==> src/rtl/core/dq_pkg.sv <==
package dq_pkg;

  localparam int DEPTH_DEF = 16;

  localparam logic [2:0] CMD_PUSH_FRONT = 3'd0;
  localparam logic [2:0] CMD_PUSH_BACK  = 3'd1;
  localparam logic [2:0] CMD_POP_FRONT  = 3'd2;
  localparam logic [2:0] CMD_POP_BACK   = 3'd3;
  localparam logic [2:0] CMD_DUMP       = 3'd4;

  localparam logic [1:0] ST_OK    = 2'd0;
  localparam logic [1:0] ST_EMPTY = 2'd1;
  localparam logic [1:0] ST_FULL  = 2'd2;

  typedef enum logic {
    S_IDLE,
    S_DUMP
  } dq_state_t;

  typedef struct packed {
    logic        [2:0]  cmd;
    logic signed [31:0] push_value;
  } in_item_t;

  typedef struct packed {
    logic        [1:0]  status;
    logic signed [31:0] out_value;
    logic               last;
  } out_item_t;

endpackage

==> src/rtl/core/dq_mem.sv <==
module dq_mem #(
  parameter int DEPTH = dq_pkg::DEPTH_DEF,
  parameter int AW    = $clog2(DEPTH)
) (
  input  logic                 clk,
  input  logic                 wr_en,
  input  logic                 rd_en,
  input  logic [AW-1:0]        addr,
  input  logic signed [31:0]   wr_data,
  output logic signed [31:0]   rd_data
);

  logic signed [31:0] mem [DEPTH];
  logic signed [31:0] rd_data_r;

  always_ff @(posedge clk) begin
    if (wr_en) begin
      mem[addr] <= wr_data;
    end
    if (rd_en) begin
      rd_data_r <= mem[addr];
    end
  end

  assign rd_data = rd_data_r;

endmodule

==> src/rtl/core/dq_ctrl.sv <==
module dq_ctrl #(
  parameter int DEPTH = dq_pkg::DEPTH_DEF,
  parameter int PW    = $clog2(DEPTH),
  parameter int CW    = $clog2(DEPTH + 1)
) (
  input  logic               clk,
  input  logic               rst_n,
  input  logic               in_valid,
  output logic               in_stall,
  input  dq_pkg::in_item_t   in_data,
  output logic               out_valid,
  input  logic               out_stall,
  output dq_pkg::out_item_t  out_data,
  output logic               mem_wr_en,
  output logic               mem_rd_en,
  output logic [PW-1:0]      mem_addr,
  output logic signed [31:0] mem_wr_data,
  input  logic signed [31:0] mem_rd_data
);

  dq_pkg::dq_state_t state_r, state_nxt;
  logic [PW-1:0]      front_r, front_nxt;
  logic [CW-1:0]      count_r, count_nxt;
  logic [CW-1:0]      dump_idx_r, dump_idx_nxt;
  logic               out_valid_r, out_valid_nxt;
  logic [1:0]         status_r, status_nxt;
  logic               last_r, last_nxt;
  logic signed [31:0] value_r, value_nxt;
  logic               from_mem_r, from_mem_nxt;

  logic out_free;
  logic in_acc;
  logic is_empty;
  logic is_full;
  logic dump_last;

  function automatic logic [PW-1:0] ring_add(logic [PW-1:0] base, logic [CW-1:0] off);
    logic [CW:0] s;
    s = (CW+1)'(base) + (CW+1)'(off);
    if (s >= (CW+1)'(DEPTH)) begin
      s = s - (CW+1)'(DEPTH);
    end
    return s[PW-1:0];
  endfunction

  assign out_free  = !out_valid_r || !out_stall;
  assign in_stall  = !((state_r == dq_pkg::S_IDLE) && out_free);
  assign in_acc    = in_valid && !in_stall;
  assign is_empty  = (count_r == '0);
  assign is_full   = (count_r == CW'(DEPTH));
  assign dump_last = (dump_idx_r == count_r - CW'(1));

  always_comb begin
    state_nxt = state_r;
    unique case (state_r)
      dq_pkg::S_IDLE: begin
        if (in_acc && in_data.cmd == dq_pkg::CMD_DUMP && count_r > CW'(1)) begin
          state_nxt = dq_pkg::S_DUMP;
        end
      end
      dq_pkg::S_DUMP: begin
        if (out_free && dump_last) begin
          state_nxt = dq_pkg::S_IDLE;
        end
      end
      default: state_nxt = dq_pkg::S_IDLE;
    endcase
  end

  always_comb begin
    front_nxt     = front_r;
    count_nxt     = count_r;
    dump_idx_nxt  = dump_idx_r;
    out_valid_nxt = out_free ? 1'b0 : out_valid_r;
    status_nxt    = status_r;
    last_nxt      = last_r;
    value_nxt     = value_r;
    from_mem_nxt  = from_mem_r;
    mem_wr_en     = 1'b0;
    mem_rd_en     = 1'b0;
    mem_addr      = front_r;
    mem_wr_data   = in_data.push_value;
    unique case (state_r)
      dq_pkg::S_IDLE: begin
        if (in_acc) begin
          last_nxt = 1'b1;
          unique case (in_data.cmd) inside
            dq_pkg::CMD_PUSH_FRONT, dq_pkg::CMD_PUSH_BACK: begin
              out_valid_nxt = 1'b1;
              value_nxt     = in_data.push_value;
              from_mem_nxt  = 1'b0;
              if (is_full) begin
                status_nxt = dq_pkg::ST_FULL;
              end else begin
                status_nxt = dq_pkg::ST_OK;
                mem_wr_en  = 1'b1;
                count_nxt  = count_r + CW'(1);
                if (in_data.cmd == dq_pkg::CMD_PUSH_FRONT) begin
                  front_nxt = (front_r == '0) ? PW'(DEPTH - 1) : front_r - PW'(1);
                  mem_addr  = front_nxt;
                end else begin
                  mem_addr = ring_add(front_r, count_r);
                end
              end
            end
            dq_pkg::CMD_POP_FRONT, dq_pkg::CMD_POP_BACK: begin
              out_valid_nxt = 1'b1;
              if (is_empty) begin
                status_nxt   = dq_pkg::ST_EMPTY;
                value_nxt    = '0;
                from_mem_nxt = 1'b0;
              end else begin
                status_nxt   = dq_pkg::ST_OK;
                from_mem_nxt = 1'b1;
                mem_rd_en    = 1'b1;
                count_nxt    = count_r - CW'(1);
                if (in_data.cmd == dq_pkg::CMD_POP_FRONT) begin
                  mem_addr  = front_r;
                  front_nxt = ring_add(front_r, CW'(1));
                end else begin
                  mem_addr = ring_add(front_r, count_r - CW'(1));
                end
              end
            end
            dq_pkg::CMD_DUMP: begin
              out_valid_nxt = 1'b1;
              if (is_empty) begin
                status_nxt   = dq_pkg::ST_EMPTY;
                value_nxt    = '0;
                from_mem_nxt = 1'b0;
              end else begin
                status_nxt   = dq_pkg::ST_OK;
                from_mem_nxt = 1'b1;
                mem_rd_en    = 1'b1;
                mem_addr     = front_r;
                last_nxt     = (count_r == CW'(1));
                dump_idx_nxt = CW'(1);
              end
            end
            default: out_valid_nxt = 1'b0;
          endcase
        end
      end
      dq_pkg::S_DUMP: begin
        if (out_free) begin
          out_valid_nxt = 1'b1;
          status_nxt    = dq_pkg::ST_OK;
          from_mem_nxt  = 1'b1;
          mem_rd_en     = 1'b1;
          mem_addr      = ring_add(front_r, dump_idx_r);
          last_nxt      = dump_last;
          dump_idx_nxt  = dump_idx_r + CW'(1);
        end
      end
      default: ;
    endcase
  end

  always_ff @(posedge clk) begin
    if (!rst_n) begin
      state_r     <= dq_pkg::S_IDLE;
      front_r     <= '0;
      count_r     <= '0;
      out_valid_r <= 1'b0;
    end else begin
      state_r     <= state_nxt;
      front_r     <= front_nxt;
      count_r     <= count_nxt;
      out_valid_r <= out_valid_nxt;
    end
  end

  always_ff @(posedge clk) begin
    dump_idx_r <= dump_idx_nxt;
    status_r   <= status_nxt;
    last_r     <= last_nxt;
    value_r    <= value_nxt;
    from_mem_r <= from_mem_nxt;
  end

  assign out_valid          = out_valid_r;
  assign out_data.status    = status_r;
  assign out_data.out_value = from_mem_r ? mem_rd_data : value_r;
  assign out_data.last      = last_r;

endmodule

==> src/rtl/core/double_ended_queue.sv <==
// Channel   Handshake               Payload
// in        in_valid / in_stall     in_data  (cmd, push_value)
// out       out_valid / out_stall   out_data (status, out_value, last)
//
// Push, pop and empty/full reports: the result shows the cycle after the
// transfer, and a new command can be taken meanwhile. Pops read the ring
// store through its registered read port. A dump streams one entry per
// cycle from the store's single port while the output does not stall, and
// holds the input until its last entry is read. Output stalls hold it too.
// Synchronous active-low reset empties the queue; no clearing pass.
module double_ended_queue #(
  parameter int DEPTH = dq_pkg::DEPTH_DEF
) (
  input  logic              clk,
  input  logic              rst_n,
  input  logic              in_valid,
  output logic              in_stall,
  input  dq_pkg::in_item_t  in_data,
  output logic              out_valid,
  input  logic              out_stall,
  output dq_pkg::out_item_t out_data
);

  localparam int PW = $clog2(DEPTH);

  logic               mem_wr_en;
  logic               mem_rd_en;
  logic [PW-1:0]      mem_addr;
  logic signed [31:0] mem_wr_data;
  logic signed [31:0] mem_rd_data;

  dq_ctrl #(
    .DEPTH(DEPTH)
  ) u_ctrl (
    .clk        (clk),
    .rst_n      (rst_n),
    .in_valid   (in_valid),
    .in_stall   (in_stall),
    .in_data    (in_data),
    .out_valid  (out_valid),
    .out_stall  (out_stall),
    .out_data   (out_data),
    .mem_wr_en  (mem_wr_en),
    .mem_rd_en  (mem_rd_en),
    .mem_addr   (mem_addr),
    .mem_wr_data(mem_wr_data),
    .mem_rd_data(mem_rd_data)
  );

  dq_mem #(
    .DEPTH(DEPTH)
  ) u_mem (
    .clk    (clk),
    .wr_en  (mem_wr_en),
    .rd_en  (mem_rd_en),
    .addr   (mem_addr),
    .wr_data(mem_wr_data),
    .rd_data(mem_rd_data)
  );

endmodule
==> config.mk <==
export PLATFORM = sky130hd
export DESIGN_NAME = double_ended_queue
export DESIGN_NICKNAME = d
export VERILOG_FILES = /design/src/rtl/core/dq_pkg.sv /design/src/rtl/core/dq_mem.sv /design/src/rtl/core/dq_ctrl.sv /design/src/rtl/core/double_ended_queue.sv
export SDC_FILE = /design/constraint.sdc
export NUM_CORES = 1
export LEC_CHECK = 0
export ABC_AREA = 1
export BUFFER_PORTS_ARGS = -buffer_cell sky130_fd_sc_hd__buf_4
export CAP_MARGIN = 10
export CORE_UTILIZATION = 53
export DETAILED_ROUTE_END_ITERATION = 12
export PLACE_DENSITY = 0.7
export SKIP_LAST_GASP = 1
export SYNTH_ARGS = -nofsm -noshare
export SYNTH_HDL_FRONTEND = slang
export SYNTH_SLANG_ARGS = --single-unit
==> constraint.sdc <==
create_clock -name clk -period 6.59 [get_ports clk]
set_input_delay 0.659 -clock clk [delete_from_list [all_inputs] [get_ports clk]]
set_output_delay 0.659 -clock clk [all_outputs]
set_load 0.02 [all_outputs]
# [Yosys cells after proc, flatten, opt, wreduce, memory -nomap -nowiden]
# Memory sizes are Yosys's and may differ from the RTL's. A register that Yosys moved wholly into a read port is not among the register bits.
# Index checks and enable logic that the tools add are counted.
[op_classes] add_sub_neg=12 n_lt_le_gt_ge=5 eq_ne=17 n_mux=63 bitwise=1 reduce_logical=24
[ops] operator="32-bit 2-to-1 mux" count=2
[ops] operator="32-bit case mux with 2 select lines" count=1
[ops] operator="4-bit 2-to-1 mux" count=15
[ops] operator="5-bit 2-to-1 mux" count=6
[ops] operator="4-bit case mux with 2 select lines" count=3
[ops] operator="1-bit 2-to-1 mux" count=23
[ops] operator="5-bit case mux with 2 select lines" count=2
[ops] operator="4-bit by 1-bit subtractor with 4-bit output (second input constant)" count=5
[ops] operator="4-bit by 5-bit adder with 6-bit output" count=3
[ops] operator="6-bit by 5-bit greater-or-equal comparator with 1-bit output (second input constant)" count=3
[ops] operator="1-bit case mux with 2 select lines" count=6
[ops] operator="5-bit by 1-bit adder with 5-bit output (second input constant)" count=2
[ops] operator="2-bit inequality test (second input constant)" count=5
[ops] operator="2-bit by 1-bit inequality test with 1-bit output (second input constant)" count=4
[ops] operator="2-bit case mux with 2 select lines" count=2
[ops] operator="4-bit AND reduction" count=2
[ops] operator="7-bit AND reduction" count=1
[ops] operator="3-bit by 2-bit equality test with 1-bit output (second input constant)" count=2
[ops] operator="2-bit 2-to-1 mux" count=3
[ops] operator="4-bit by 1-bit adder with 5-bit output (second input constant)" count=1
[ops] operator="5-bit by 1-bit equality test with 1-bit output (second input constant)" count=1
[ops] operator="5-bit equality test" count=1
[ops] operator="5-bit equality test (second input constant)" count=1
[ops] operator="5-bit greater-or-equal comparator (second input constant)" count=1
[ops] operator="other kinds (19)" count=27
[word_totals] regBits=52 ramBits=512 output_inout_bits=37 word_cells=132 memories=1
[memory_table] memory="u_mem.mem" words=16 width=32 read_ports=1 rd_clocked_by_memory_dff=1 write_ports=1 line_no="dq_mem.sv:13" source="logic signed [31:0] mem [DEPTH];"

# [Depth between registers and ports, before layout]
# Gate-level depths: netlist of run 1.
[depth] depth_word=9 ltp_mapped=20 mapped_depth_nobuf=19

# [Hierarchy]
# A second synthesis of run 1 with hierarchy kept.
[unflattened] cells_unflattened=2563 hier_area_um2=26362.8
[modules_own_cells] module="dq_mem" n_inst=1 cells_each=2113 area_each_um2=22534.1
[modules_own_cells] module="dq_ctrl" n_inst=1 cells_each=450 area_each_um2=3828.7

# [Least setup slack after synthesis of run 1]
# OpenSTA, ideal clock, no wires.
[synth_path] kind="register -> register" startpoint="reg u_ctrl.count_r[0]" endpoint="mem u_mem.mem[12][0] (enable)" t_arrival_ns=3.817 path_slack_ns=2.352 stages_incl_launch_ff=19 synth_period_minus_slack_ns=4.238 path_cell_list="dfxtp_1 > inv_1 > ha_1 > xor2_1 > ha_1 > nand3_1 > nand3_1 > inv_1 > nand2_1 > nand2_1 > nand3_1 > nand2_1 > nand2_1 > nand3_1 > nand2_1 > nor2_2 > buf_2 > inv_1 > nor2_1"
[synth_between] elab_chain_len=9
[synth_lines] element="from (decl)" line_no="dq_ctrl.sv:23" source="logic [CW-1:0] count_r, count_nxt;"
[synth_lines] element="from (signal assigned)" line_no="dq_ctrl.sv:168" source="count_r <= count_nxt;"
[synth_lines] element="5-bit by 1-bit subtractor with 5-bit output" line_no="dq_ctrl.sv:121" source="mem_addr = ring_add(front_r, count_r - CW'(1));"
[synth_lines] element="4-bit by 5-bit adder with 6-bit output" line_no="dq_ctrl.sv:39" source="s = (CW+1)'(base) + (CW+1)'(off);"
[synth_lines] element="6-bit by 5-bit greater-or-equal comparator with 1-bit output or 4-bit by 1-bit subtractor with 4-bit output (tied branches)" line_no="dq_ctrl.sv:40, dq_ctrl.sv:41"
[synth_lines] element="4-bit 2-to-1 mux" line_no="dq_ctrl.sv:40" source="if (s >= (CW+1)'(DEPTH)) begin"
[synth_lines] element="4-bit 2-to-1 mux" line_no="dq_ctrl.sv:117" source="if (in_data.cmd == dq_pkg::CMD_POP_FRONT) begin"
[synth_lines] element="4-bit 2-to-1 mux" line_no="dq_ctrl.sv:108" source="if (is_empty) begin"
[synth_lines] element="4-bit case mux with 2 select lines" line_no="dq_ctrl.sv:87" source="unique case (in_data.cmd) inside"
[synth_lines] element="4-bit 2-to-1 mux" line_no="dq_ctrl.sv:85" source="if (in_acc) begin"
[synth_lines] element="4-bit case mux with 2 select lines" line_no="dq_ctrl.sv:83" source="unique case (state_r)"
[synth_lines] element="to (decl)" line_no="dq_mem.sv:13"
# Several ways; a longest one is shown, not always the timed one.

# [Worst setup path in the final report of run 1]
[layout_path] startpoint="reg u_ctrl.count_r[0]" endpoint="mem u_mem.mem[7][6] (enable)"
# Same word-level chain as after synthesis.

==> results of run 1 <==
worst paths after layout:
path	start	to	slack, ns	cells after the start
min	rst_n	u_ctrl.front_r[1]$_SDFFE_PN0P_	0.36	3
max reg2reg	u_ctrl.count_r[0]$_SDFFE_PN0P_	u_mem.mem[7][6]$_DFFE_PP_	1.89	10
min reg2reg	u_ctrl.count_r[4]$_SDFFE_PN0P_	u_ctrl.count_r[4]$_SDFFE_PN0P_	0.54	2
max	u_ctrl.count_r[0]$_SDFFE_PN0P_	u_mem.mem[7][6]$_DFFE_PP_	1.89	10
worst register-to-register path: stages (launching register included):
cell and delay, ns:
dfxtp_1 0.45, inv_1 0.19, ha_1 0.38, fa_1 0.44
nor2_1 0.12, nand2_1 0.06, nand3_1 0.17, nor2_1 0.10
nor2_4 0.69, nand4_1 0.63, nor2_4 1.07
power groups by stage:
stage                     combinational, mW  sequential (mW)  clock (mW)
after CTS                              1.04             4.27        3.28
final                                  1.03             4.27        3.24
after floorplan                       0.699             4.34           0
after global routing                   1.16             4.27        3.42
after global placement                 1.02             4.35           0
after detailed placement               1.03             4.35           0
per-layer routing:
layer	vias to the layer above	share of wire	track usage
met5	-	0	0
met4	0	0.024	0.07351
met3	101	0.063	0.03742
met2	639	0.48	0.4303
met1	8601	0.43	0.3548
li1	8537	-	-
registers in the layout, summed over array words and instances, names as in the netlist:
register / cells
u_mem.mem: 512
u_ctrl.value_r: 32
u_mem.rd_data: 32
u_ctrl.count_r: 5
u_ctrl.dump_idx_r: 5
u_ctrl.front_r: 4
u_ctrl.status_r: 2
u_ctrl.from_mem_r: 1
u_ctrl.last_r: 1
u_ctrl.out_valid: 1
u_ctrl.state_r: 1
logic make-up (layout without fill, tap and decap cells):
family / count (synthesis) / in the layout / share of synthesized area
mux: 32 / 32 / 0.01365
flops: 596 / 596 / 0.6738
xor+xnor: 15 / 15 / 0.004977
buf+inv: 283 / 353 / 0.04612
simple gates: 1571 / 1571 / 0.2398
compound gates: 52 / 52 / 0.01171
fa+ha+maj: 19 / 19 / 0.009859
cell usage in the layout, fill, tap and decap left out, types with 18 or more instances in the layout:
cell type	instances
a21oi_1	18
buf_4	96
clkbuf_16	58
clkinv_1	24
edfxtp_1	585
inv_1	128
mux2_2	32
nand2_1	1189
nand3_1	282
nor2_1	61
nor2_4	22
cell type report:
cell class | instances | area (µm²)
clock buffers | 73 | 1508
well taps | 664 | 830.8
inverters | 144 | 541.8
multi-input cells | 1689 | 7595
repair buffers | 101 | 820.8
fillers | 3988 | 19640
flip-flops and latches | 596 | 17790
clock inverters | 35 | 330.3
stage by stage:
stage          std cells  power [mW]
2_1_floorplan       2568       5.035
3_3_place_gp        3191       5.362
3_5_place_dp        3191       5.377
4_1_cts             3299       8.582
5_1_grt             3302       8.855
6_report            3302       8.537
==> flow_metrics.tcl, run 1 <==
set metrics [dict create \
    synth_cell_types 37 \
    hold_ws_ns 0.3596 \
    powerDensity_nw_per_um2 290.2 \
    dp_hpwl_mm 34.63 \
    rsz0062_at_grt "false" \
    p_clk_frac 0.379 \
    drive_above_1_share 0.09666 \
    ios 76 \
    antenna_cells 0 \
    grt_pass1_vias 17640 \
    via_count 17880 \
    final.setup_skew_ns 0.02229 \
    p_sw_frac 0.2512 \
    dieArea_um2 50700 \
    avgRoutedWirePerCell_um 19.31 \
    syn_area_per_cell_um2 10.28 \
    synth_nets 2626 \
    ant_nets 0 \
    ir_worst_vdd_v 0.0002262 \
    setup_viol 0 \
    post-route-util 0.5996 \
    ys_top_cells_by_area "edfxtp_1 (67%), nand2_1 (17%), nand3_1 (5.3%), inv_1 (1.8%), buf_2 (1.6%)" \
    fmax_mhz 212.9 \
    grt-ovfl-total 0 \
    grt_max_degree 247 \
    via_per_inst 5.414 \
    clockBufferDepth 3 \
    final_area_um2 29410 \
    slowest_stage "nor2_4" \
    pwr-share-seq 0.500 \
    place.gp.congestion 0.8710 \
    worst_slew_pin_slew_ns 1.282 \
    syn_area_um2 26400 \
    critPathTopFamily "simple AND/OR/NAND/NOR gates" \
    cp-end-kind "flop" \
    synth_common_cells "nand2_1 (1,189), edfxtp_1 (585), nand3_1 (282), inv_1 (129), buf_2 (87)" \
    drc 0 \
    combPwrFrac 0.121 \
    synthCells 2568 \
    drv_cap 0 \
    yosysMostFrequentCell "nand2_1" \
    start_kind "flop" \
    die_h_um 225.2 \
    hold_class "in -> reg" \
    fin_tns_setup_ns 0 \
    cts.sinks 596 \
    placedInstanceArea_um2 27520 \
    grt_pass1_wl_mm 99.95 \
    internal-power_mw 6.392 \
    clk_latency_ns 0.62 \
    fin_nets 2648 \
    crit_buf_inv 1 \
    slowest_delay_ns 1.07 \
    synthFlopType "edfxtp_1" \
    io_buffers 75 \
    cts_made_buffers 58 \
    antenna_found_initial 0 \
    ys_seq_area_frac 0.6738 \
    ys_ff_latch 596 \
    cts_setup_buffers 0 \
    critical_path_arrival_ns 4.91 \
    status "finished, final reports clean" \
    min_period_ns 4.697 \
    ys.warnings.count 0 \
    netSwitchingPower_mw 2.144 \
    leakagePower_nw 12.08 \
    cts_resized 0 \
    slew_violations 0 \
    crit_fanout 32 \
    maxSlewHeadroom 0.1432 \
    clockRootBuffer "clkbuf_16" \
    yosysTopAreaCellShare 0.6655 \
    area.growth.synth_to_final_pct 11.43 \
    cts_tree "done" \
    core.rowCount 81 \
    synth-async-reset-ratio 0 \
    fin_ws_ns 1.893 \
    drt-pass1-iter-count 5 \
    synth_enable_flop_cells 585 \
    coreArea_um2 49050 \
    start_util 0.5381 \
    dieWidth_um 225.2 \
    yosysTopAreaCell "edfxtp_1" \
    crit_chain "inv_1 > ha_1 > fa_1 > nor2_1 > nand2_1 > nand3_1 > nor2_1 > nor2_4 > nand4_1 > nor2_4" \
    wirelength_mm 63.75 \
    grt_usage 0.2585 \
    post-place-ws_ns 1.713 \
    hold_buffers 0 \
    worstSetupPathType "reg -> reg" \
    htreeDepth 2 \
    critPathRequiredTime_ns 6.81 \
    path_clk_slew_ns 0.07 \
    detail_route.iter0.violations 1781 \
    fin_crit_sh 0.7127 \
    hold_viol 0 \
]
Power figures use the tool's default switching activity.
==> inputs of run 2 (changes only) <==
==> constraint.sdc (replaced) <==
create_clock -name clk -period 4.6 [get_ports clk]
set_input_delay 0.46 -clock clk [delete_from_list [all_inputs] [get_ports clk]]
set_output_delay 0.46 -clock clk [all_outputs]
set_load 0.02 [all_outputs]
==> run 2 against run 1 <==
Critical path depth grew 8. Worst hold slack worse by 0.23 ns. Power rose by 41%. Die area unchanged. Critical endpoint is now u_mem.mem[15][1]$_DFFE_PP_. Highest routed layer is now met5.
==> flow_metrics.tcl, run 2 (synthesized netlist as in run 1, its figures left out) <==
set metrics [dict create \
    p_sw_frac 0.2543 \
    cp-end-kind "flop" \
    cts_setup_buffers 0 \
    clockRootBuffer "clkbuf_16" \
    ios 76 \
    die_h_um 225.2 \
    start_kind "flop" \
    crit_chain "inv_1 > ha_1 > xor2_1 > ha_1 > nand3_1 > nand3_1 > inv_1 > nand2_1 > nand2_1 > nand3_1 > nand2_1 > nand2_1 > nand3_1 > nand2_1 > nor2_4 > inv_1 > nor2_4 > buf_12" \
    netSwitchingPower_mw 3.060 \
    grt_pass1_wl_mm 99.34 \
    largest_register_ffs 512 \
    fin_nets 2665 \
    slowest_delay_ns 0.56 \
    grt-ovfl-total 0 \
    dp_hpwl_mm 34.51 \
    cts_made_buffers 59 \
    grt_usage 0.2585 \
    fmax_mhz 236.3 \
    io_buffers 75 \
    detail_route.iter0.violations 1821 \
    critPathRequiredTime_ns 4.92 \
    hold_viol 0 \
    cts.sinks 596 \
    area.growth.synth_to_final_pct 12.04 \
    fin_ws_ns 0.3679 \
    hold_class "in -> reg" \
    clockBufferDepth 3 \
    worst_slew_pin_slew_ns 1.131 \
    final.setup_skew_ns 0.01952 \
    dp.cells 3210 \
    crit_fanout 17 \
    stdcell_count 3315 \
    combPwrFrac 0.124 \
    via_per_inst 5.389 \
    final_cell_mix "nand2_1 (1,189), edfxtp_1 (585), nand3_1 (282)" \
    p_clk_frac 0.369 \
    critical_path_arrival_ns 4.56 \
    reg2reg_slack_ns 0.37 \
    cts_resized 0 \
    path_clk_slew_ns 0.06 \
    start_util 0.5381 \
    slew_violations 0 \
    maxSlewHeadroom 0.2460 \
    grt_pass1_vias 17510 \
    critPathTopFamily "simple AND/OR/NAND/NOR gates" \
    coreArea_um2 49050 \
    ant_nets 0 \
    post-route-util 0.6029 \
    setup.worst_path.start "u_ctrl.count_r[0]$_SDFFE_PN0P_" \
    regToRegEndpoint "u_mem.mem[15][1]$_DFFE_PP_" \
    pwr-share-seq 0.507 \
    powerDensity_nw_per_um2 406.9 \
    dieArea_um2 50700 \
    fillCellCount 4036 \
    htreeDepth 2 \
    crit_buf_inv 4 \
    r2r-start "u_ctrl.count_r[0]$_SDFFE_PN0P_" \
    layout_commonest_cell "nand2_1" \
    crit_cells 18 \
    cts_tree "done" \
    clk_latency_ns 0.63 \
    setup_viol 0 \
    drv_cap 0 \
    drc 0 \
    dieWidth_um 225.2 \
    min_period_ns 4.232 \
    top_register "u_mem.mem" \
    worstSetupPathType "reg -> reg" \
    place.gp.congestion 0.8806 \
    grt_max_degree 153 \
    hold_start "rst_n" \
    avgRoutedWirePerCell_um 19.37 \
    internal-power_mw 8.974 \
    p_total_mw 12.03 \
    wirelength_mm 64.22 \
    via_count 17870 \
    rsz0062_at_grt "false" \
    antenna_cells 0 \
    status "finished, final reports clean" \
    antenna_found_initial 1 \
    core.rowCount 81 \
    leakagePower_nw 12.15 \
    slowest_stage "nor2_4" \
    post-place-ws_ns 0.3185 \
    fin_tns_setup_ns 0 \
    endpoint "u_mem.mem[15][1]$_DFFE_PP_" \
    drt-pass1-iter-count 6 \
    fin_crit_sh 0.9200 \
    drive_above_1_share 0.1003 \
    r2r_cells 18 \
    hold_buffers 0 \
    ir_worst_vdd_v 0.0004118 \
    timing.critical_path.mode_cell "nand2_1" \
]
run 2: changes by cell type in the layout (fill, tap and decap cells not counted), sizes merged:
cell,before,now
clkbuf,73,75
buf,101,117
inv,132,133
clkinv,40,39
bufinv,6,1
run 2: through the flow:
| stage | cell area (µm²) | hold slack, ns |
|---|---|---|
| 2_1_floorplan | 26400 | 0.4941 |
| 3_3_place_gp | 27820 | 0.5774 |
| 3_5_place_dp | 27820 | 0.5675 |
| 4_1_cts | 29580 | 0.1047 |
| 5_1_grt | 29580 | 0.1242 |
| 6_report | 29580 | 0.1296 |
run 2: worst min path at each step:
stage / end / slack (ns) / cells past startpoint
global route: u_ctrl.count_r[3]$_SDFFE_PN0P_ / 0.12 / 3
global placement: u_ctrl.dump_idx_r[0]$_SDFFCE_PN1P_ / 0.58 / 1
floorplan: u_ctrl.count_r[4]$_SDFFE_PN0P_ / 0.49 / 2
finish: u_ctrl.count_r[3]$_SDFFE_PN0P_ / 0.13 / 3
CTS: u_ctrl.count_r[0]$_SDFFE_PN0P_ / 0.10 / 3
detailed placement: u_ctrl.count_r[4]$_SDFFE_PN0P_ / 0.57 / 2
run 2: power groups by stage:
stage | clock network [mW] | logic, mW | registers (mW)
CTS | 4.50 | 1.50 | 6.10
finish | 4.43 | 1.50 | 6.10
global placement | 0 | 1.47 | 6.22
floorplan | 0 | 1.00 | 6.21
global route | 4.70 | 1.68 | 6.11
detailed placement | 0 | 1.49 | 6.22
run 2: cell type report:
class	count	area, µm²	area share
multi-input cells	1689	7595	0.2568
repair buffers	117	1066	0.03604
clock inverters	30	176.4	0.005965
well taps	664	830.8	0.02809
inverters	144	541.8	0.01832
flip-flops and latches	596	17790	0.6014
clock buffers	75	1579	0.05339
run 2: per-layer routing:
| metal | global-route usage | wire (µm) | vias to the layer above |
|---|---|---|---|
| met2 | 0.4172 | 30250 | 623 |
| met3 | 0.04628 | 4645 | 115 |
| li1 | - | - | 8580 |
| met5 | 0 | 13 | - |
| met1 | 0.3533 | 27520 | 8545 |
| met4 | 0.09107 | 1794 | 2 |
run 2: worst reg2reg max path: cells and delay by family (launching register included):
kind	cells	cell delay, ns
adders and majority gates	2	0.63
xor gates and xnor gates	1	0.38
DFF	1	0.49
buffers and inverters	4	0.77
and+or+nand+nor	11	1.66
